===== config.mk =====
export PLATFORM = sky130hd
export DESIGN_NAME = drive_command_safety_arbiter
export DESIGN_NICKNAME = d
export VERILOG_FILES = /design/src/rtl/dcsa_pkg.sv /design/src/rtl/dcsa_cfg.sv /design/src/rtl/dcsa_mode.sv /design/src/rtl/dcsa_sources.sv /design/src/rtl/dcsa_pick.sv /design/src/rtl/drive_command_safety_arbiter.sv
export SDC_FILE = /design/constraint.sdc
export NUM_CORES = 1
export LEC_CHECK = 0
export BUFFER_PORTS_ARGS = -buffer_cell sky130_fd_sc_hd__buf_2
export CAP_MARGIN = 20
export CORE_MARGIN = 2
export CORE_UTILIZATION = 55
export CTS_BUF_LIST = sky130_fd_sc_hd__clkbuf_8
export DETAILED_ROUTE_END_ITERATION = 10
export PLACE_DENSITY_LB_ADDON = 0.12
export SLEW_MARGIN = 10
export SYNTH_ARGS = -nofsm -noshare
export SYNTH_HDL_FRONTEND = slang
export SYNTH_SLANG_ARGS = --single-unit

===== constraint.sdc =====
create_clock -name i_clk -period 5 [get_ports i_clk]
set_clock_uncertainty 0.15 [all_clocks]
set_input_delay 0.75 -clock i_clk [delete_from_list [all_inputs] [get_ports i_clk]]
set_output_delay 0.75 -clock i_clk [all_outputs]
set_load 0.02 [all_outputs]

===== src/rtl/dcsa_pkg.sv =====
`default_nettype none
// ----------------------------------------------------------------------------
// Drive command safety arbiter package
// Shared sizes, event and mode codes, register map and bundle types.
// ----------------------------------------------------------------------------
package dcsa_pkg;

    localparam int MAX_BUTTONS = 32;
    localparam int AGE_BITS    = 16;
    localparam int VALUE_BITS  = 16;

    localparam logic [AGE_BITS-1:0] AGE_MAX = {AGE_BITS{1'b1}};

    // Event codes carried in the mode field of an input beat.
    localparam logic [2:0] EV_TICK     = 3'd0;
    localparam logic [2:0] EV_BUTTONS  = 3'd1;
    localparam logic [2:0] EV_TELEOP   = 3'd2;
    localparam logic [2:0] EV_NAV      = 3'd3;
    localparam logic [2:0] EV_OVR_FLAG = 3'd4;
    localparam logic [2:0] EV_OVR_CMD  = 3'd5;
    localparam logic [2:0] EV_ENABLE   = 3'd6;
    localparam logic [2:0] EV_PUBLISH  = 3'd7;

    // Control modes.
    localparam logic [1:0] MODE_HUMAN = 2'd0;
    localparam logic [1:0] MODE_AUTO  = 2'd1;
    localparam logic [1:0] MODE_ESTOP = 2'd2;

    // Result source codes.
    localparam logic [2:0] SRC_ESTOP      = 3'd0;
    localparam logic [2:0] SRC_TELEOP     = 3'd1;
    localparam logic [2:0] SRC_TELEOP_OLD = 3'd2;
    localparam logic [2:0] SRC_OVERRIDE   = 3'd3;
    localparam logic [2:0] SRC_NAV        = 3'd4;
    localparam logic [2:0] SRC_NAV_OLD    = 3'd5;

    // Source slots.
    localparam logic [1:0] SLOT_TELEOP   = 2'd0;
    localparam logic [1:0] SLOT_NAV      = 2'd1;
    localparam logic [1:0] SLOT_OVR_CMD  = 2'd2;
    localparam logic [1:0] SLOT_OVR_FLAG = 2'd3;

    // Register indexes (byte address is four times the index).
    localparam logic [2:0] REG_TELEOP_TO  = 3'd0;
    localparam logic [2:0] REG_NAV_TO     = 3'd1;
    localparam logic [2:0] REG_OVR_TO     = 3'd2;
    localparam logic [2:0] REG_SPEED_LIM  = 3'd3;
    localparam logic [2:0] REG_STEER_LIM  = 3'd4;
    localparam logic [2:0] REG_ENABLE_SRC = 3'd5;
    localparam logic [2:0] REG_BUTTONS    = 3'd6;

    localparam logic [15:0] RST_TELEOP_TO  = 16'd300;
    localparam logic [15:0] RST_NAV_TO     = 16'd500;
    localparam logic [15:0] RST_OVR_TO     = 16'd500;
    localparam logic [14:0] RST_SPEED_LIM  = 15'd4096;
    localparam logic [14:0] RST_STEER_LIM  = 15'd1393;
    localparam logic        RST_ENABLE_SRC = 1'b1;
    localparam logic [19:0] RST_BUTTONS    = 20'd49248;

    typedef struct packed {
        logic [15:0] teleop_timeout;
        logic [15:0] nav_timeout;
        logic [15:0] override_timeout;
        logic [14:0] speed_limit;
        logic [14:0] steering_limit;
        logic        enable_source_used;
        logic [19:0] button_indices;
    } t_cfg;

    typedef struct packed {
        logic [2:0]                   mode;
        logic [MAX_BUTTONS-1:0]       buttons;
        logic [5:0]                   button_count;
        logic signed [VALUE_BITS-1:0] speed;
        logic signed [VALUE_BITS-1:0] steering;
        logic                         speed_bad;
        logic                         steering_bad;
        logic                         override_on;
        logic signed [7:0]            enable_value;
    } t_item;

    typedef struct packed {
        logic [3:0]                 valid;
        logic [3:0][AGE_BITS-1:0]   age;
        logic [2:0][VALUE_BITS-1:0] speed;
        logic [2:0][VALUE_BITS-1:0] steering;
        logic                       override_on;
    } t_src_view;

    typedef struct packed {
        logic signed [VALUE_BITS-1:0] speed;
        logic signed [VALUE_BITS-1:0] steering;
        logic [2:0]                   source;
        logic [1:0]                   control_mode;
    } t_result;

endpackage
`default_nettype wire


===== src/rtl/dcsa_cfg.sv =====
`default_nettype none
// ----------------------------------------------------------------------------
// Configuration registers
// APB-style register file holding timeouts, limits, enable source and button assignment.
// ----------------------------------------------------------------------------
module dcsa_cfg (
    input  wire logic          i_clk,
    input  wire logic          i_rst_n,
    input  wire logic          psel,
    input  wire logic          penable,
    input  wire logic          pwrite,
    input  wire logic [4:0]    paddr,
    input  wire logic [31:0]   pwdata,
    output logic      [31:0]   prdata,
    output logic               pready,
    output dcsa_pkg::t_cfg     o_cfg
);

    dcsa_pkg::t_cfg r_cfg;
    logic [2:0]     w_idx;
    logic           w_wr;

    assign w_idx  = paddr[4:2];
    assign w_wr   = psel && penable && pwrite;
    assign pready = 1'b1;
    assign o_cfg  = r_cfg;

    always_ff @(posedge i_clk) begin
        if (!i_rst_n) begin
            r_cfg.teleop_timeout     <= dcsa_pkg::RST_TELEOP_TO;
            r_cfg.nav_timeout        <= dcsa_pkg::RST_NAV_TO;
            r_cfg.override_timeout   <= dcsa_pkg::RST_OVR_TO;
            r_cfg.speed_limit        <= dcsa_pkg::RST_SPEED_LIM;
            r_cfg.steering_limit     <= dcsa_pkg::RST_STEER_LIM;
            r_cfg.enable_source_used <= dcsa_pkg::RST_ENABLE_SRC;
            r_cfg.button_indices     <= dcsa_pkg::RST_BUTTONS;
        end else if (w_wr) begin
            unique case (w_idx)
                dcsa_pkg::REG_TELEOP_TO:  r_cfg.teleop_timeout     <= pwdata[15:0];
                dcsa_pkg::REG_NAV_TO:     r_cfg.nav_timeout        <= pwdata[15:0];
                dcsa_pkg::REG_OVR_TO:     r_cfg.override_timeout   <= pwdata[15:0];
                dcsa_pkg::REG_SPEED_LIM:  r_cfg.speed_limit        <= pwdata[14:0];
                dcsa_pkg::REG_STEER_LIM:  r_cfg.steering_limit     <= pwdata[14:0];
                dcsa_pkg::REG_ENABLE_SRC: r_cfg.enable_source_used <= pwdata[0];
                dcsa_pkg::REG_BUTTONS:    r_cfg.button_indices     <= pwdata[19:0];
                default: ;
            endcase
        end
    end

    always_comb begin
        unique case (w_idx)
            dcsa_pkg::REG_TELEOP_TO:  prdata = {16'd0, r_cfg.teleop_timeout};
            dcsa_pkg::REG_NAV_TO:     prdata = {16'd0, r_cfg.nav_timeout};
            dcsa_pkg::REG_OVR_TO:     prdata = {16'd0, r_cfg.override_timeout};
            dcsa_pkg::REG_SPEED_LIM:  prdata = {17'd0, r_cfg.speed_limit};
            dcsa_pkg::REG_STEER_LIM:  prdata = {17'd0, r_cfg.steering_limit};
            dcsa_pkg::REG_ENABLE_SRC: prdata = {31'd0, r_cfg.enable_source_used};
            dcsa_pkg::REG_BUTTONS:    prdata = {12'd0, r_cfg.button_indices};
            default:                  prdata = 32'd0;
        endcase
    end

endmodule
`default_nettype wire


===== src/rtl/dcsa_mode.sv =====
`default_nettype none
// ----------------------------------------------------------------------------
// Control mode tracker
// Button edge detection and enable handling that move the control mode.
// ----------------------------------------------------------------------------
module dcsa_mode (
    input  wire logic            i_clk,
    input  wire logic            i_rst_n,
    input  wire logic            i_step,
    input  wire dcsa_pkg::t_item i_item,
    input  wire dcsa_pkg::t_cfg  i_cfg,
    output logic [1:0]           o_mode
);

    localparam int NB = dcsa_pkg::MAX_BUTTONS;

    logic [1:0]    r_mode, n_mode;
    logic          r_en, n_en;
    logic [NB-1:0] r_prior, n_prior;
    logic [5:0]    w_cnt;
    logic [NB-1:0] w_now;
    logic [NB-1:0] w_rise;
    logic          w_auto, w_human, w_estop, w_clear, w_en_ok;

    // Picks the bit of the rising-edge vector named by a configured index.
    // An index beyond the present buttons lands on a cleared bit.
    function automatic logic f_hit(input logic [NB-1:0] rise, input logic [4:0] idx);
        logic hit;
        hit = 1'b0;
        for (int i = 0; i < NB; i++) begin
            if (idx == 5'(i)) begin
                hit = rise[i];
            end
        end
        return hit;
    endfunction

    assign w_cnt = (i_item.button_count > 6'(NB)) ? 6'(NB) : i_item.button_count;

    always_comb begin
        for (int i = 0; i < NB; i++) begin
            w_now[i] = i_item.buttons[i] && (w_cnt > 6'(i));
        end
    end

    assign w_rise  = w_now & ~r_prior;
    assign w_auto  = f_hit(w_rise, i_cfg.button_indices[4:0]);
    assign w_human = f_hit(w_rise, i_cfg.button_indices[9:5]);
    assign w_estop = f_hit(w_rise, i_cfg.button_indices[14:10]);
    assign w_clear = f_hit(w_rise, i_cfg.button_indices[19:15]);
    assign w_en_ok = (i_item.enable_value == 8'sd0) || (i_item.enable_value == 8'sd1);

    always_comb begin
        n_mode  = r_mode;
        n_en    = r_en;
        n_prior = r_prior;
        if (i_step) begin
            unique case (i_item.mode)
                dcsa_pkg::EV_BUTTONS: begin
                    if (w_estop) begin
                        n_mode = dcsa_pkg::MODE_ESTOP;
                    end
                    if (w_clear && n_mode == dcsa_pkg::MODE_ESTOP) begin
                        n_mode = (i_cfg.enable_source_used && r_en) ?
                                 dcsa_pkg::MODE_AUTO : dcsa_pkg::MODE_HUMAN;
                    end
                    if (!i_cfg.enable_source_used && n_mode != dcsa_pkg::MODE_ESTOP) begin
                        if (w_human) begin
                            n_mode = dcsa_pkg::MODE_HUMAN;
                            n_en   = 1'b0;
                        end
                        if (w_auto) begin
                            n_mode = dcsa_pkg::MODE_AUTO;
                            n_en   = 1'b1;
                        end
                    end
                    n_prior = w_now;
                end
                dcsa_pkg::EV_ENABLE: begin
                    if (i_cfg.enable_source_used && w_en_ok) begin
                        n_en = i_item.enable_value[0];
                        if (r_mode != dcsa_pkg::MODE_ESTOP) begin
                            n_mode = i_item.enable_value[0] ?
                                     dcsa_pkg::MODE_AUTO : dcsa_pkg::MODE_HUMAN;
                        end
                    end
                end
                default: ;
            endcase
        end
    end

    always_ff @(posedge i_clk) begin
        if (!i_rst_n) begin
            r_mode  <= dcsa_pkg::MODE_HUMAN;
            r_en    <= 1'b0;
            r_prior <= '0;
        end else begin
            r_mode  <= n_mode;
            r_en    <= n_en;
            r_prior <= n_prior;
        end
    end

    assign o_mode = r_mode;

endmodule
`default_nettype wire


===== src/rtl/dcsa_sources.sv =====
`default_nettype none
// ----------------------------------------------------------------------------
// Command source store
// Latches drive commands and the override flag, and ages each source.
// ----------------------------------------------------------------------------
module dcsa_sources (
    input  wire logic            i_clk,
    input  wire logic            i_rst_n,
    input  wire logic            i_step,
    input  wire dcsa_pkg::t_item i_item,
    output dcsa_pkg::t_src_view  o_view
);

    localparam int AW = dcsa_pkg::AGE_BITS;
    localparam int VW = dcsa_pkg::VALUE_BITS;

    logic [3:0]          r_valid, n_valid;
    logic [3:0][AW-1:0]  r_age, n_age;
    logic [2:0][VW-1:0]  r_spd, n_spd;
    logic [2:0][VW-1:0]  r_str, n_str;
    logic                r_ovr, n_ovr;
    logic [1:0]          w_slot;

    always_comb begin
        unique case (i_item.mode)
            dcsa_pkg::EV_TELEOP: w_slot = dcsa_pkg::SLOT_TELEOP;
            dcsa_pkg::EV_NAV:    w_slot = dcsa_pkg::SLOT_NAV;
            default:             w_slot = dcsa_pkg::SLOT_OVR_CMD;
        endcase
    end

    always_comb begin
        n_valid = r_valid;
        n_age   = r_age;
        n_spd   = r_spd;
        n_str   = r_str;
        n_ovr   = r_ovr;
        if (i_step) begin
            unique case (i_item.mode)
                dcsa_pkg::EV_TICK: begin
                    for (int s = 0; s < 4; s++) begin
                        if (r_age[s] != dcsa_pkg::AGE_MAX) begin
                            n_age[s] = r_age[s] + 1'b1;
                        end
                    end
                end
                dcsa_pkg::EV_TELEOP, dcsa_pkg::EV_NAV, dcsa_pkg::EV_OVR_CMD: begin
                    n_spd[w_slot]   = i_item.speed_bad    ? '0 : i_item.speed;
                    n_str[w_slot]   = i_item.steering_bad ? '0 : i_item.steering;
                    n_valid[w_slot] = 1'b1;
                    n_age[w_slot]   = '0;
                end
                dcsa_pkg::EV_OVR_FLAG: begin
                    n_ovr = i_item.override_on;
                    n_valid[dcsa_pkg::SLOT_OVR_FLAG] = 1'b1;
                    n_age[dcsa_pkg::SLOT_OVR_FLAG]   = '0;
                end
                default: ;
            endcase
        end
    end

    // Held values are read only once their slot is valid, so they skip reset.
    always_ff @(posedge i_clk) begin
        if (!i_rst_n) begin
            r_valid <= '0;
            r_age   <= '0;
        end else begin
            r_valid <= n_valid;
            r_age   <= n_age;
        end
    end

    always_ff @(posedge i_clk) begin
        r_spd <= n_spd;
        r_str <= n_str;
        r_ovr <= n_ovr;
    end

    assign o_view.valid       = r_valid;
    assign o_view.age         = r_age;
    assign o_view.speed       = r_spd;
    assign o_view.steering    = r_str;
    assign o_view.override_on = r_ovr;

endmodule
`default_nettype wire


===== src/rtl/dcsa_pick.sv =====
`default_nettype none
// ----------------------------------------------------------------------------
// Command selection
// Chooses the drive command by safety priority and saturates it.
// ----------------------------------------------------------------------------
module dcsa_pick (
    input  wire dcsa_pkg::t_src_view i_view,
    input  wire logic [1:0]          i_mode,
    input  wire dcsa_pkg::t_cfg      i_cfg,
    output dcsa_pkg::t_result        o_result
);

    localparam int AW    = dcsa_pkg::AGE_BITS;
    localparam int VW    = dcsa_pkg::VALUE_BITS;
    localparam int CMP_W = (AW > 16) ? AW : 16;
    localparam int SAT_W = ((VW > 15) ? VW : 15) + 1;

    logic          w_f_tel, w_f_nav, w_f_cmd, w_f_flag;
    logic [VW-1:0] w_sp, w_st;
    logic [2:0]    w_src;

    function automatic logic f_fresh(input logic vld, input logic [AW-1:0] age,
                                     input logic [15:0] timeout);
        return vld && (age != dcsa_pkg::AGE_MAX) &&
               (CMP_W'(age) <= CMP_W'(timeout));
    endfunction

    function automatic logic [VW-1:0] f_clamp(input logic [VW-1:0] v, input logic [14:0] lim);
        logic signed [SAT_W-1:0] x;
        logic signed [SAT_W-1:0] l;
        x = SAT_W'(signed'(v));
        l = signed'(SAT_W'(lim));
        if (x > l) begin
            x = l;
        end else if (x < -l) begin
            x = -l;
        end
        return VW'(x);
    endfunction

    assign w_f_tel  = f_fresh(i_view.valid[dcsa_pkg::SLOT_TELEOP],
                              i_view.age[dcsa_pkg::SLOT_TELEOP], i_cfg.teleop_timeout);
    assign w_f_nav  = f_fresh(i_view.valid[dcsa_pkg::SLOT_NAV],
                              i_view.age[dcsa_pkg::SLOT_NAV], i_cfg.nav_timeout);
    assign w_f_cmd  = f_fresh(i_view.valid[dcsa_pkg::SLOT_OVR_CMD],
                              i_view.age[dcsa_pkg::SLOT_OVR_CMD], i_cfg.override_timeout);
    assign w_f_flag = f_fresh(i_view.valid[dcsa_pkg::SLOT_OVR_FLAG],
                              i_view.age[dcsa_pkg::SLOT_OVR_FLAG], i_cfg.override_timeout);

    always_comb begin
        w_sp = '0;
        w_st = '0;
        priority if (i_mode == dcsa_pkg::MODE_ESTOP) begin
            w_src = dcsa_pkg::SRC_ESTOP;
        end else if (i_mode == dcsa_pkg::MODE_HUMAN) begin
            if (w_f_tel) begin
                w_sp  = i_view.speed[dcsa_pkg::SLOT_TELEOP];
                w_st  = i_view.steering[dcsa_pkg::SLOT_TELEOP];
                w_src = dcsa_pkg::SRC_TELEOP;
            end else begin
                w_src = dcsa_pkg::SRC_TELEOP_OLD;
            end
        end else if (w_f_flag && i_view.override_on && w_f_cmd) begin
            w_sp  = i_view.speed[dcsa_pkg::SLOT_OVR_CMD];
            w_st  = i_view.steering[dcsa_pkg::SLOT_OVR_CMD];
            w_src = dcsa_pkg::SRC_OVERRIDE;
        end else if (w_f_nav) begin
            w_sp  = i_view.speed[dcsa_pkg::SLOT_NAV];
            w_st  = i_view.steering[dcsa_pkg::SLOT_NAV];
            w_src = dcsa_pkg::SRC_NAV;
        end else begin
            w_src = dcsa_pkg::SRC_NAV_OLD;
        end
    end

    assign o_result.speed        = f_clamp(w_sp, i_cfg.speed_limit);
    assign o_result.steering     = f_clamp(w_st, i_cfg.steering_limit);
    assign o_result.source       = w_src;
    assign o_result.control_mode = i_mode;

endmodule
`default_nettype wire


===== src/rtl/drive_command_safety_arbiter.sv =====
`default_nettype none
// Path: a publish beat is held in the input register, then its result is
//   captured in the result register; a stalled result holds it in between.
// Throughput: one event beat per cycle; only a stalled result holds the input.
// Reset: synchronous, active low; human mode, all sources invalid, ages zero,
//   configuration at its documented defaults.
// ----------------------------------------------------------------------------
// Drive command safety arbiter
// Event-driven arbiter choosing a saturated drive command by safety priority.
// ----------------------------------------------------------------------------
module drive_command_safety_arbiter (
    input  wire logic                                  i_clk,
    input  wire logic                                  i_rst_n,
    input  wire logic                                  i_in_valid,
    output logic                                       o_in_ready,
    input  wire logic [2:0]                            i_mode,
    input  wire logic [dcsa_pkg::MAX_BUTTONS-1:0]      i_buttons,
    input  wire logic [5:0]                            i_button_count,
    input  wire logic signed [dcsa_pkg::VALUE_BITS-1:0] i_speed,
    input  wire logic signed [dcsa_pkg::VALUE_BITS-1:0] i_steering,
    input  wire logic                                  i_speed_bad,
    input  wire logic                                  i_steering_bad,
    input  wire logic                                  i_override_on,
    input  wire logic signed [7:0]                     i_enable_value,
    output logic                                       o_out_valid,
    input  wire logic                                  i_out_ready,
    output logic signed [dcsa_pkg::VALUE_BITS-1:0]     o_out_speed,
    output logic signed [dcsa_pkg::VALUE_BITS-1:0]     o_out_steering,
    output logic [2:0]                                 o_source,
    output logic [1:0]                                 o_control_mode,
    input  wire logic                                  psel,
    input  wire logic                                  penable,
    input  wire logic                                  pwrite,
    input  wire logic [4:0]                            paddr,
    input  wire logic [31:0]                           pwdata,
    output logic [31:0]                                prdata,
    output logic                                       pready
);

    dcsa_pkg::t_cfg      w_cfg;
    dcsa_pkg::t_item     r_in;
    logic                r_in_vld;
    dcsa_pkg::t_result   r_out;
    logic                r_out_vld;
    dcsa_pkg::t_src_view w_view;
    dcsa_pkg::t_result   w_result;
    logic [1:0]          w_mode;
    logic                w_pub;
    logic                w_adv;

    dcsa_cfg u_cfg (
        .i_clk   (i_clk),
        .i_rst_n (i_rst_n),
        .psel    (psel),
        .penable (penable),
        .pwrite  (pwrite),
        .paddr   (paddr),
        .pwdata  (pwdata),
        .prdata  (prdata),
        .pready  (pready),
        .o_cfg   (w_cfg)
    );

    // A held beat moves on unless it is a publish and the result slot is full and not being drained.
    assign w_pub      = (r_in.mode == dcsa_pkg::EV_PUBLISH);
    assign w_adv      = r_in_vld && (!w_pub || !r_out_vld || i_out_ready);
    assign o_in_ready = !r_in_vld || w_adv;

    always_ff @(posedge i_clk) begin
        if (!i_rst_n) begin
            r_in_vld <= 1'b0;
        end else if (o_in_ready) begin
            r_in_vld <= i_in_valid;
        end
    end

    always_ff @(posedge i_clk) begin
        if (o_in_ready && i_in_valid) begin
            r_in.mode         <= i_mode;
            r_in.buttons      <= i_buttons;
            r_in.button_count <= i_button_count;
            r_in.speed        <= i_speed;
            r_in.steering     <= i_steering;
            r_in.speed_bad    <= i_speed_bad;
            r_in.steering_bad <= i_steering_bad;
            r_in.override_on  <= i_override_on;
            r_in.enable_value <= i_enable_value;
        end
    end

    dcsa_mode u_mode (
        .i_clk   (i_clk),
        .i_rst_n (i_rst_n),
        .i_step  (w_adv),
        .i_item  (r_in),
        .i_cfg   (w_cfg),
        .o_mode  (w_mode)
    );

    dcsa_sources u_sources (
        .i_clk   (i_clk),
        .i_rst_n (i_rst_n),
        .i_step  (w_adv),
        .i_item  (r_in),
        .o_view  (w_view)
    );

    dcsa_pick u_pick (
        .i_view   (w_view),
        .i_mode   (w_mode),
        .i_cfg    (w_cfg),
        .o_result (w_result)
    );

    always_ff @(posedge i_clk) begin
        if (!i_rst_n) begin
            r_out_vld <= 1'b0;
        end else if (w_adv && w_pub) begin
            r_out_vld <= 1'b1;
        end else if (i_out_ready) begin
            r_out_vld <= 1'b0;
        end
    end

    always_ff @(posedge i_clk) begin
        if (w_adv && w_pub) begin
            r_out <= w_result;
        end
    end

    assign o_out_valid    = r_out_vld;
    assign o_out_speed    = r_out.speed;
    assign o_out_steering = r_out.steering;
    assign o_source       = r_out.source;
    assign o_control_mode = r_out.control_mode;

`ifndef SYNTHESIS
    a_result_from_publish: assert property (@(posedge i_clk) disable iff (!i_rst_n)
        $rose(r_out_vld) |-> $past(w_adv && w_pub))
        else $error("result beat appeared without a publish event");

    a_estop_source: assert property (@(posedge i_clk) disable iff (!i_rst_n)
        r_out_vld && (r_out.control_mode == dcsa_pkg::MODE_ESTOP) |->
        (r_out.source == dcsa_pkg::SRC_ESTOP))
        else $error("emergency stop mode reported another source");

    a_zero_when_stale: assert property (@(posedge i_clk) disable iff (!i_rst_n)
        r_out_vld && (r_out.source == dcsa_pkg::SRC_ESTOP ||
                      r_out.source == dcsa_pkg::SRC_TELEOP_OLD ||
                      r_out.source == dcsa_pkg::SRC_NAV_OLD) |->
        (r_out.speed == '0) && (r_out.steering == '0))
        else $error("stopped or stale result carries a nonzero command");

    a_no_drop: assert property (@(posedge i_clk) disable iff (!i_rst_n)
        r_out_vld && !i_out_ready |=> r_out_vld)
        else $error("pending result dropped while stalled");

    a_mode_code: assert property (@(posedge i_clk) disable iff (!i_rst_n)
        w_mode != 2'd3)
        else $error("control mode register left its legal codes");
`endif

endmodule
`default_nettype wire

# After elaboration in Yosys (flattened, before gate mapping)
# Index checks and enable logic that the tools add are counted.
op_classes:
  order_cmp: 43
  eq_ne: 154
  bitwise_logic: 5
  mux: 185
  n_addsub: 6
  n_reduce_logical: 91
ops:
  columns: ["operator", "n"]
  rows:
  - ["5-bit equality test, second input constant", 64]
  - ["16-bit 2-to-1 mux", 19]
  - ["5-bit by 4-bit equality test with 1-bit output, second input constant", 32]
  - ["20-bit one-hot mux with 7 select lines", 1]
  - ["1-bit 2-to-1 mux", 138]
  - ["48-bit bitwise mux", 2]
  - ["6-bit by 5-bit > comparator with 1-bit output, second input constant", 16]
  - ["48-bit one-hot mux with 2 select lines", 1]
  - ["5-bit by 3-bit equality test with 1-bit output, second input constant", 16]
  - ["16-bit by 1-bit adder with 16-bit output, second input constant", 4]
  - ["64-bit AND", 1]
  - ["16-bit less-or-equal comparator", 4]
  - ["16-bit inequality test, second input constant", 4]
  - ["64-bit inverter", 1]
  - ["1-bit logical AND", 52]
  - ["6-bit by 4-bit > comparator with 1-bit output, second input constant", 8]
  - ["16-bit one-hot mux with 3 select lines", 1]
  - ["5-bit by 2-bit equality test with 1-bit output, second input constant", 8]
  - ["16-bit by 17-bit less-than comparator with 1-bit output", 2]
  - ["15-bit negation with 17-bit output", 2]
  - ["32-bit AND", 1]
  - ["16-bit demux with 2-bit select", 1]
  - ["16-bit > comparator", 2]
  - ["32-bit inverter", 1]
  - ["other kinds (36)", 103]
word_totals:
  regBits: 422
  out_inout_bits: 72
  inputBits: 128
  word_cells: 524

# Logic depth before layout (Yosys ltp)
# Gate-level depths: netlist of run 1.
logic_depth:
  word_depth: 49
  ltp_mapped: 25

# By module
# Synthesis of run 1 repeated with hierarchy kept, for this count alone.
unflattened:
  hier_cells: 2752
  hier_area_um2: 25807.3
by_module_without_submodules:
  columns: ["module", "n_inst", "cells_each", "area_each_um2"]
  rows:
  - ["dcsa_sources", 1, 626, 6939.2]
  - ["dcsa_pick", 1, 853, 6083.3]
  - ["dcsa_cfg", 1, 504, 4730.8]
  - ["dcsa_mode", 1, 635, 4299.1]
  - ["drive_command_safety_arbiter", 1, 134, 3754.9]

# Worst setup path after synthesis of run 1
# OpenSTA, ideal clock, no wires.
synth_timing:
  path_type: "input -> register"
  startpoint: "input i_out_ready"
  endpoint: "register r_in[0] in the netlist's numbering, enable pin"
  stages: 3
  path_buffers: 0
  required_time_ns: 4.313
  t_arrival_ns: 4.665
  setup_slack_ns: -0.351
  setup_ns: 0.537
  path_cell_list: "nand2b_1 > nor2_1 > nor2b_1"
synth_between:
  elab_chain_len: 4
synth_lines:
  columns: ["element", "line_no", "rtl"]
  rows:
  - ["from (decl)", "drive_command_safety_arbiter.sv:26", "input wire logic i_out_ready,"]
  - ["1-bit logical OR", "drive_command_safety_arbiter.sv:66", "assign w_adv = r_in_vld && (!w_pub || !r_out_vld || i_out_ready);"]
  - ["1-bit logical AND", "drive_command_safety_arbiter.sv:66", null]
  - ["1-bit logical OR", "drive_command_safety_arbiter.sv:67", "assign o_in_ready = !r_in_vld || w_adv;"]
  - ["1-bit logical AND", "drive_command_safety_arbiter.sv:78", "if (o_in_ready && i_in_valid) begin"]
  - ["to (decl)", "drive_command_safety_arbiter.sv:41", "dcsa_pkg::t_item r_in;"]
# Every way passes these cells.
# A chain may end at the register's enable or synchronous reset.

==> results of run 1 <==
==> cell usage in the layout, fill, tap and decap left out, drive strengths merged, types with 31 or more instances in the layout <==
cell / count
buf: 497
nand2: 341
edfxtp: 218
dfxtp: 204
inv: 169
nor2: 135
ha: 132
a21boi: 119
o21ai: 117
nand3: 109
a21oi: 94
clkbuf: 83
nor2b: 79
nand4: 60
or3: 56
o211ai: 55
nor3: 40
mux2i: 33
a21o: 32
and3: 31
==> worst paths after layout <==
check | cells past startpoint | slack [ns] | startpoint | end
hold / removal | 1 | 0.10 | i_speed[5] | r_in[32]$_DFFE_PP_
setup / recovery | 25 | -0.31 | u_sources.o_view[146]$_SDFFE_PN0P_ | o_out_speed[2]$_DFFE_PP_
hold reg to reg | 0 | 0.27 | r_in[8]$_DFFE_PP_ | u_sources.r_ovr$_DFFE_PP_
setup reg to reg | 25 | -0.31 | u_sources.o_view[146]$_SDFFE_PN0P_ | o_out_speed[2]$_DFFE_PP_
==> state kept, by name (all words and copies together) (netlist names), 2 cells and up <==
signal             flops
o_control_mode         2
o_out_speed           16
o_out_steering        16
o_source               3
r_in                  84
u_cfg.o_cfg           99
u_mode.o_mode          2
u_mode.r_prior        32
u_sources.o_view     160
u_sources.r_valid      4
==> per-stage QoR <==
stage | instance area [µm²] | util [%]
after floorplan | 24300 | -
after global placement | 27000 | 62.6
after detailed placement | 27000 | 62.6
after CTS | 29600 | 68.5
after global routing | 29900 | 69.3
final | 29900 | 69.3
==> metal layers <==
layer | wire length, µm | share of wire (%) | up-vias | GRT usage (%)
met5 | 0 | 0 | - | 0
met4 | 3300 | 4.3 | 0 | 14.8
met3 | 5930 | 7.7 | 213 | 6.22
met2 | 37100 | 48 | 984 | 55.5
met1 | 31000 | 40 | 10800 | 42.0
li1 | - | - | 10500 | -
==> cell type report <==
class                      count  share of cell area, %
tap                          585                   2.45
clock inverter                52                  0.982
inverter                     149                   2.02
antenna                        2                 0.0167
clock buffer                  82                   3.77
sequential                   422                   35.6
multi-input combinational   1882                   42.9
timing repair buffer         498                   12.3
==> logic make-up after synthesis <==
group,count (synthesis),synth area share (%)
AOI/OAI and AO/OA,678,20.0
xor gates and xnor gates,26,0.943
adders and majority gates,132,6.84
buffers and inverters,328,5.57
DFF,422,44.0
muxes,39,1.80
other,2,0.0311
and+or+nand+nor,994,20.8
==> timing repair <==
item                                    CTS  global route
resized for setup                       110            60
pin swaps                                78            72
buffers inserted                         54            19
gates cloned                             11             1
hold buffers                              0             0
endpoints found under the setup margin   32            32
==> report_power, final <==
part / internal, µW / switching, µW / total, µW / leakage (µW)
registers: 3710 / 54.2 / 3770 / 0.00365
clock network: 1620 / 1470 / 3090 / 0.000827
logic: 257 / 402 / 660 / 0.00774
==> worst max-delay path: cells and delay by family, from the launching register on <==
kind                     cells  cell delay, ns
buffers and inverters        7            1.05
adder cells (fa/ha/maj)      2            0.49
AO/OA/AOI/OAI               13            2.49
flip-flops                   1            0.36
AND/OR/NAND/NOR              3            0.46
==> reports/summary.log, run 1 <==
qor: synthesis.synth.avg_cell_area 9.22 µm²
qor: final_layout.layout.area.seq 10,700 µm²
qor: timing.grt_setup_unrepaired true
qor: timing.slew_headroom 36.5%
qor: global_routing.grt_pass1_wl 116,000 µm
qor: worst_setup_path.cp-end-kind flop
qor: detailed_routing.drcViolationCount 0
qor: synthesis.synth_async_sr_flop_share 0%
qor: worst_setup_path.critical_path.slowest_cell sky130_fd_sc_hd__a222oi_1
qor: final_layout.final_layout_size_suffix_gt1_share 24.9%
qor: clock_network.cts.htree.levels 3
qor: synthesis.synth_warnings 0
qor: worst_hold_path.worst_hold_path_type in2reg
qor: clock_network.tritoncts_num_sinks 422
qor: timing.setup_viol 31
qor: global_routing.globalRouteTotalUtil 33.2%
qor: timing.final-hold-violation-count 0
qor: placement.dp_cells 3,453
qor: power.power.leakage 0.0122 µW
qor: detailed_routing.route.final.wire_length 77,300 µm
qor: synthesis.synth_top_cells_by_area sky130_fd_sc_hd__edfxtp_1, sky130_fd_sc_hd__dfxtp_1, sky130_fd_sc_hd__ha_1, sky130_fd_sc_hd__nand2_1, sky130_fd_sc_hd__a21boi_0
qor: outcome.outcome finished with violations
qor: timing.period_share 106%
qor: power.post-layout-total-power 7520 µW
qor: placement.gpl.final_weighted_congestion 0.976
qor: timing.timing_max_transition_violations_final 0
qor: clock_network.clock-root-buffer sky130_fd_sc_hd__clkbuf_8
qor: synthesis.number_of_storage_elements_in_the_synthesis_netlist 422
qor: clock_network.tritoncts built
qor: detailed_routing.post_drt_via_cell_ratio 6.10
qor: synthesis.post_synth_num_cell_types 87
qor: worst_setup_path.critical_path_required 5.26 ns
qor: clock_network.tritoncts.num_buffers 73
qor: floorplan.ios 200
qor: global_routing.maximum_number_of_pins_on_one_net_before_global_route_repair 120
qor: timing.fin_ws -0.308 ns
qor: synthesis.synthDominantCellAreaShare 27.1%
qor: synthesis.synth_seq_area_share 44.0%
qor: worst_setup_path.setup.worst_path.class reg2reg
qor: placement.worst_setup_slack_before_clock_tree_synthesis -0.575 ns
qor: detailed_routing.wl_per_cell 21.1 µm
qor: clock_network.clock_insertion_delay_worst_skew 0.67 ns
qor: floorplan.core_area 43,200 µm²
qor: power.ir_worst_vdd 0.258 mV
qor: clock_network.cts.clk_slew.worst_paths 0.06 ns
qor: clock_network.clock_tree.buffer_depth 3
qor: synthesis.synth_cells 2,621
qor: final_layout.post_layout_nonfiller_instances 3,672
qor: floorplan.rows 76
qor: synthesis.synth_commonest_cells sky130_fd_sc_hd__nand2_1, sky130_fd_sc_hd__edfxtp_1, sky130_fd_sc_hd__dfxtp_1, sky130_fd_sc_hd__clkbuf_1, sky130_fd_sc_hd__inv_1
qor: timing.min_period 5.31 ns
qor: timing.hold_slack 0.102 ns
qor: worst_setup_path.cp_max_stage_delay 0.40 ns
qor: final_layout.final.fill_count 3,382
qor: global_routing.antenna_found_initial 3
qor: timing.max_freq 188 MHz
qor: floorplan.die_h 214 µm
qor: final_layout.syn2layout_area_growth 23.9%
qor: final_layout.nets 3,286
qor: floorplan.floorplan.die.width 214 µm
qor: floorplan.die_area 45,600 µm²
qor: detailed_routing.antenna_violating_nets_post_route 0
qor: synthesis.most_repeated_cell_in_the_gate_level_netlist_after_synthesis sky130_fd_sc_hd__nand2_1
qor: placement.detailed_place_hpwl 53,100 µm
qor: detailed_routing.total_number_of_vias 22,400
qor: worst_setup_path.cp-start-kind flop
qor: synthesis.netlist_area 24,200 µm²
qor: synthesis.synthFlopType sky130_fd_sc_hd__edfxtp_1
qor: timing.worstMarginPinSlew 0.952 ns
qor: global_routing.first_global_vias 21,300
qor: synthesis.synth_edf_count 218
qor: outcome.failed_checks negative setup slack
qor: floorplan.floorplan.initialDensity 56.0%
qor: worst_setup_path.arrival 5.56 ns
qor: final_layout.multi_input_area 12,800 µm²
qor: placement.port-buffer-count 172
qor: synthesis.synth_area_leader_cell sky130_fd_sc_hd__edfxtp_1
qor: detailed_routing.first_pass_iters 6
qor: worst_setup_path.cp_max_fo 8
qor: power.powerDensity 251 nW/µm²
qor: flow_run.timing.max_cap.violations 0
qor: global_routing.grt-ovfl-total 0
qor: timing.tns -7.67 ns
qor: detailed_routing.detailedRoute.firstIterationViolations 2,452
(Power assumes the default switching activity.)
==> inputs of run 2 (changes only) <==
Settings changed: CTS_BUF_LIST sky130_fd_sc_hd__clkbuf_8 to sky130_fd_sc_hd__clkbuf_16, SETUP_SLACK_MARGIN set to 0.15.
==> run 2 against run 1 <==
  * The flow still finishes with violations (negative setup slack)
  * Global-route usage is 0.32 points lower
  * Sequential power hardly changed
  * Final cell count is 2.0% lower
  * Via count is 0.97% lower
  * First-iteration DRC count is 8.3% lower
  * Final area is 0.97% lower
  * Worst hold slack better by 0.058 ns
  * Non-clock buffer count is 22 lower
  * Maximum frequency is 2.0% lower
  * Sequential cell count stayed put
  * Critical path type unchanged
  * Largest cell class unchanged
==> reports/summary.log, run 2 (synthesis results as in run 1) <==
qor: outcome.outcome finished with violations
qor: outcome.failed_checks negative setup slack
qor: clock_network.clock_insertion_delay_worst_skew 0.61 ns
qor: worst_setup_path.timing.rr.start u_cfg.o_cfg[53]$_SDFFE_PN1P_
qor: timing.tns -9.20 ns
qor: floorplan.ios 200
qor: final_layout.most_common_cell_after_layout_fill_and_taps_aside sky130_fd_sc_hd__nand2_1
qor: worst_setup_path.critical_path.slowest_cell sky130_fd_sc_hd__a222oi_1
qor: floorplan.floorplan.initialDensity 56.0%
qor: detailed_routing.antenna_violating_nets_post_route 0
qor: placement.detailed_place_hpwl 53,500 µm
qor: worst_setup_path.cpMostUsedCell sky130_fd_sc_hd__buf_4
qor: floorplan.floorplan.die.width 214 µm
qor: timing.timing_max_transition_violations_final 0
qor: clock_network.ctsHoldBuffers 0
qor: detailed_routing.detailedRoute.firstIterationViolations 2,249
qor: final_layout.final_layout_size_suffix_gt1_share 22.5%
qor: timing.slew_headroom 29.6%
qor: worst_hold_path.worst_hold_path_type in2reg
qor: floorplan.rows 76
qor: floorplan.die_area 45,600 µm²
qor: floorplan.die_h 214 µm
qor: global_routing.grt-ovfl-total 0
qor: flow_run.timing.max_cap.violations 0
qor: timing.final-hold-violation-count 0
qor: detailed_routing.drcViolationCount 0
qor: timing.period_share 108%
qor: worst_setup_path.cp-end-kind flop
qor: clock_network.tritoncts_num_sinks 422
qor: detailed_routing.first_pass_iters 6
qor: worst_setup_path.setup.worst_path.class reg2reg
qor: final_layout.layout.cells.most_common_list sky130_fd_sc_hd__nand2_1, sky130_fd_sc_hd__buf_4, sky130_fd_sc_hd__edfxtp_1
qor: global_routing.grt_pass1_wl 116,000 µm
qor: detailed_routing.total_number_of_vias 22,200
qor: detailed_routing.wl_per_cell 21.3 µm
qor: final_layout.final.fill_count 3,430
qor: timing.fin_ws -0.418 ns
qor: clock_network.tritoncts built
qor: worst_setup_path.cp_max_fo 7
qor: floorplan.core_area 43,200 µm²
qor: worst_setup_path.cp-start-kind flop
qor: global_routing.first_global_vias 21,100
qor: clock_network.cts.clk_slew.worst_paths 0.06 ns
qor: worst_setup_path.cp_max_stage_delay 0.34 ns
qor: final_layout.nets 3,238
qor: placement.gpl.final_weighted_congestion 0.978
qor: final_layout.post_layout_nonfiller_instances 3,600
qor: worst_setup_path.crit_family compound AO/OA/AOI/OAI gates
qor: timing.setup_viol 31
qor: timing.hold_slack 0.160 ns
qor: final_layout.layout.core_utilization 68.7%
qor: final_layout.largest_register_ff_count 160
qor: placement.dp_cells 3,446
qor: clock_network.tritoncts.num_buffers 47
qor: power.ir_worst_vdd 0.300 mV
qor: clock_network.clock-root-buffer sky130_fd_sc_hd__clkbuf_16
qor: timing.worstMarginPinSlew 1.05 ns
qor: placement.port-buffer-count 172
qor: worst_hold_path.hp-start i_steering[0]
qor: worst_setup_path.timing.critical_path.buf_inv 12
qor: global_routing.maximum_number_of_pins_on_one_net_before_global_route_repair 107
qor: worst_setup_path.arrival 5.62 ns
qor: power.powerDensity 269 nW/µm²
qor: clock_network.clock_tree.buffer_depth 3
qor: clock_network.cts.htree.levels 2
qor: timing.grt_setup_unrepaired true
qor: global_routing.globalRouteTotalUtil 32.9%
qor: detailed_routing.route.final.wire_length 76,700 µm
qor: worst_setup_path.timing.critical_path.from u_cfg.o_cfg[53]$_SDFFE_PN1P_
qor: final_layout.syn2layout_area_growth 22.7%
qor: power.power.leakage 0.0120 µW
qor: timing.max_freq 185 MHz
qor: worst_setup_path.critical_path_required 5.21 ns
qor: detailed_routing.post_drt_via_cell_ratio 6.16
qor: global_routing.antenna_found_initial 2
qor: timing.min_period 5.42 ns
-- run 2: power breakdown --
group | leakage [µW] | switching (µW) | internal, µW
combinational | 0.00760 | 396 | 248
clock | 0.000795 | 1480 | 2080
sequential | 0.00364 | 56.8 | 3710
total | 0.0120 | 1930 | 6040
-- run 2: through the flow --
step | instance area [µm²] | total power [µW] | setup WS, ns
floorplan | 24400 | 4180 | 0.0619
global placement | 27100 | 4410 | -0.466
detailed placement | 27100 | 4430 | -0.562
CTS | 29400 | 7980 | -0.294
global route | 29600 | 8180 | -0.590
finish | 29600 | 7980 | -0.418
-- run 2: cell type report --
class                      instances  area [µm²]  area share (%)
clock buffer                      47        1180            3.97
clock inverter                    38         394            1.33
inverter                         149         597            2.01
sequential                       422       10600            35.9
timing repair buffer             476        3420            11.5
tap                              585         732            2.47
antenna                            1        2.50         0.00844
multi-input combinational       1882       12700            42.8
-- run 2: worst paths after layout --
path / to / slack [ns] / cells after the start
worst max register to register: o_out_speed[11]$_DFFE_PP_ / -0.42 / 27
worst max-delay path: o_out_speed[11]$_DFFE_PP_ / -0.42 / 27
worst min-delay path: r_in[11]$_DFFE_PP_ / 0.16 / 1
worst min register to register: u_sources.r_ovr$_DFFE_PP_ / 0.28 / 0
-- run 2: routing by layer --
| metal | GRT usage, % | part of all wire (%) | up-vias |
|---|---|---|---|
| li1 | - | - | 10300 |
| met1 | 41.8 | 40 | 10700 |
| met2 | 55.4 | 48 | 966 |
| met3 | 5.05 | 7.5 | 203 |
| met4 | 14.8 | 4.2 | 2 |
| met5 | 0 | 0.013 | - |
-- run 2: what timing repair did --
item / CTS / global route
hold endpoints to repair: 0 / 0
cloned: 8 / 2
setup endpoints to repair: 32 / 32
setup buffers: 42 / 15
resized for setup: 63 / 27
pin swaps: 31 / 26
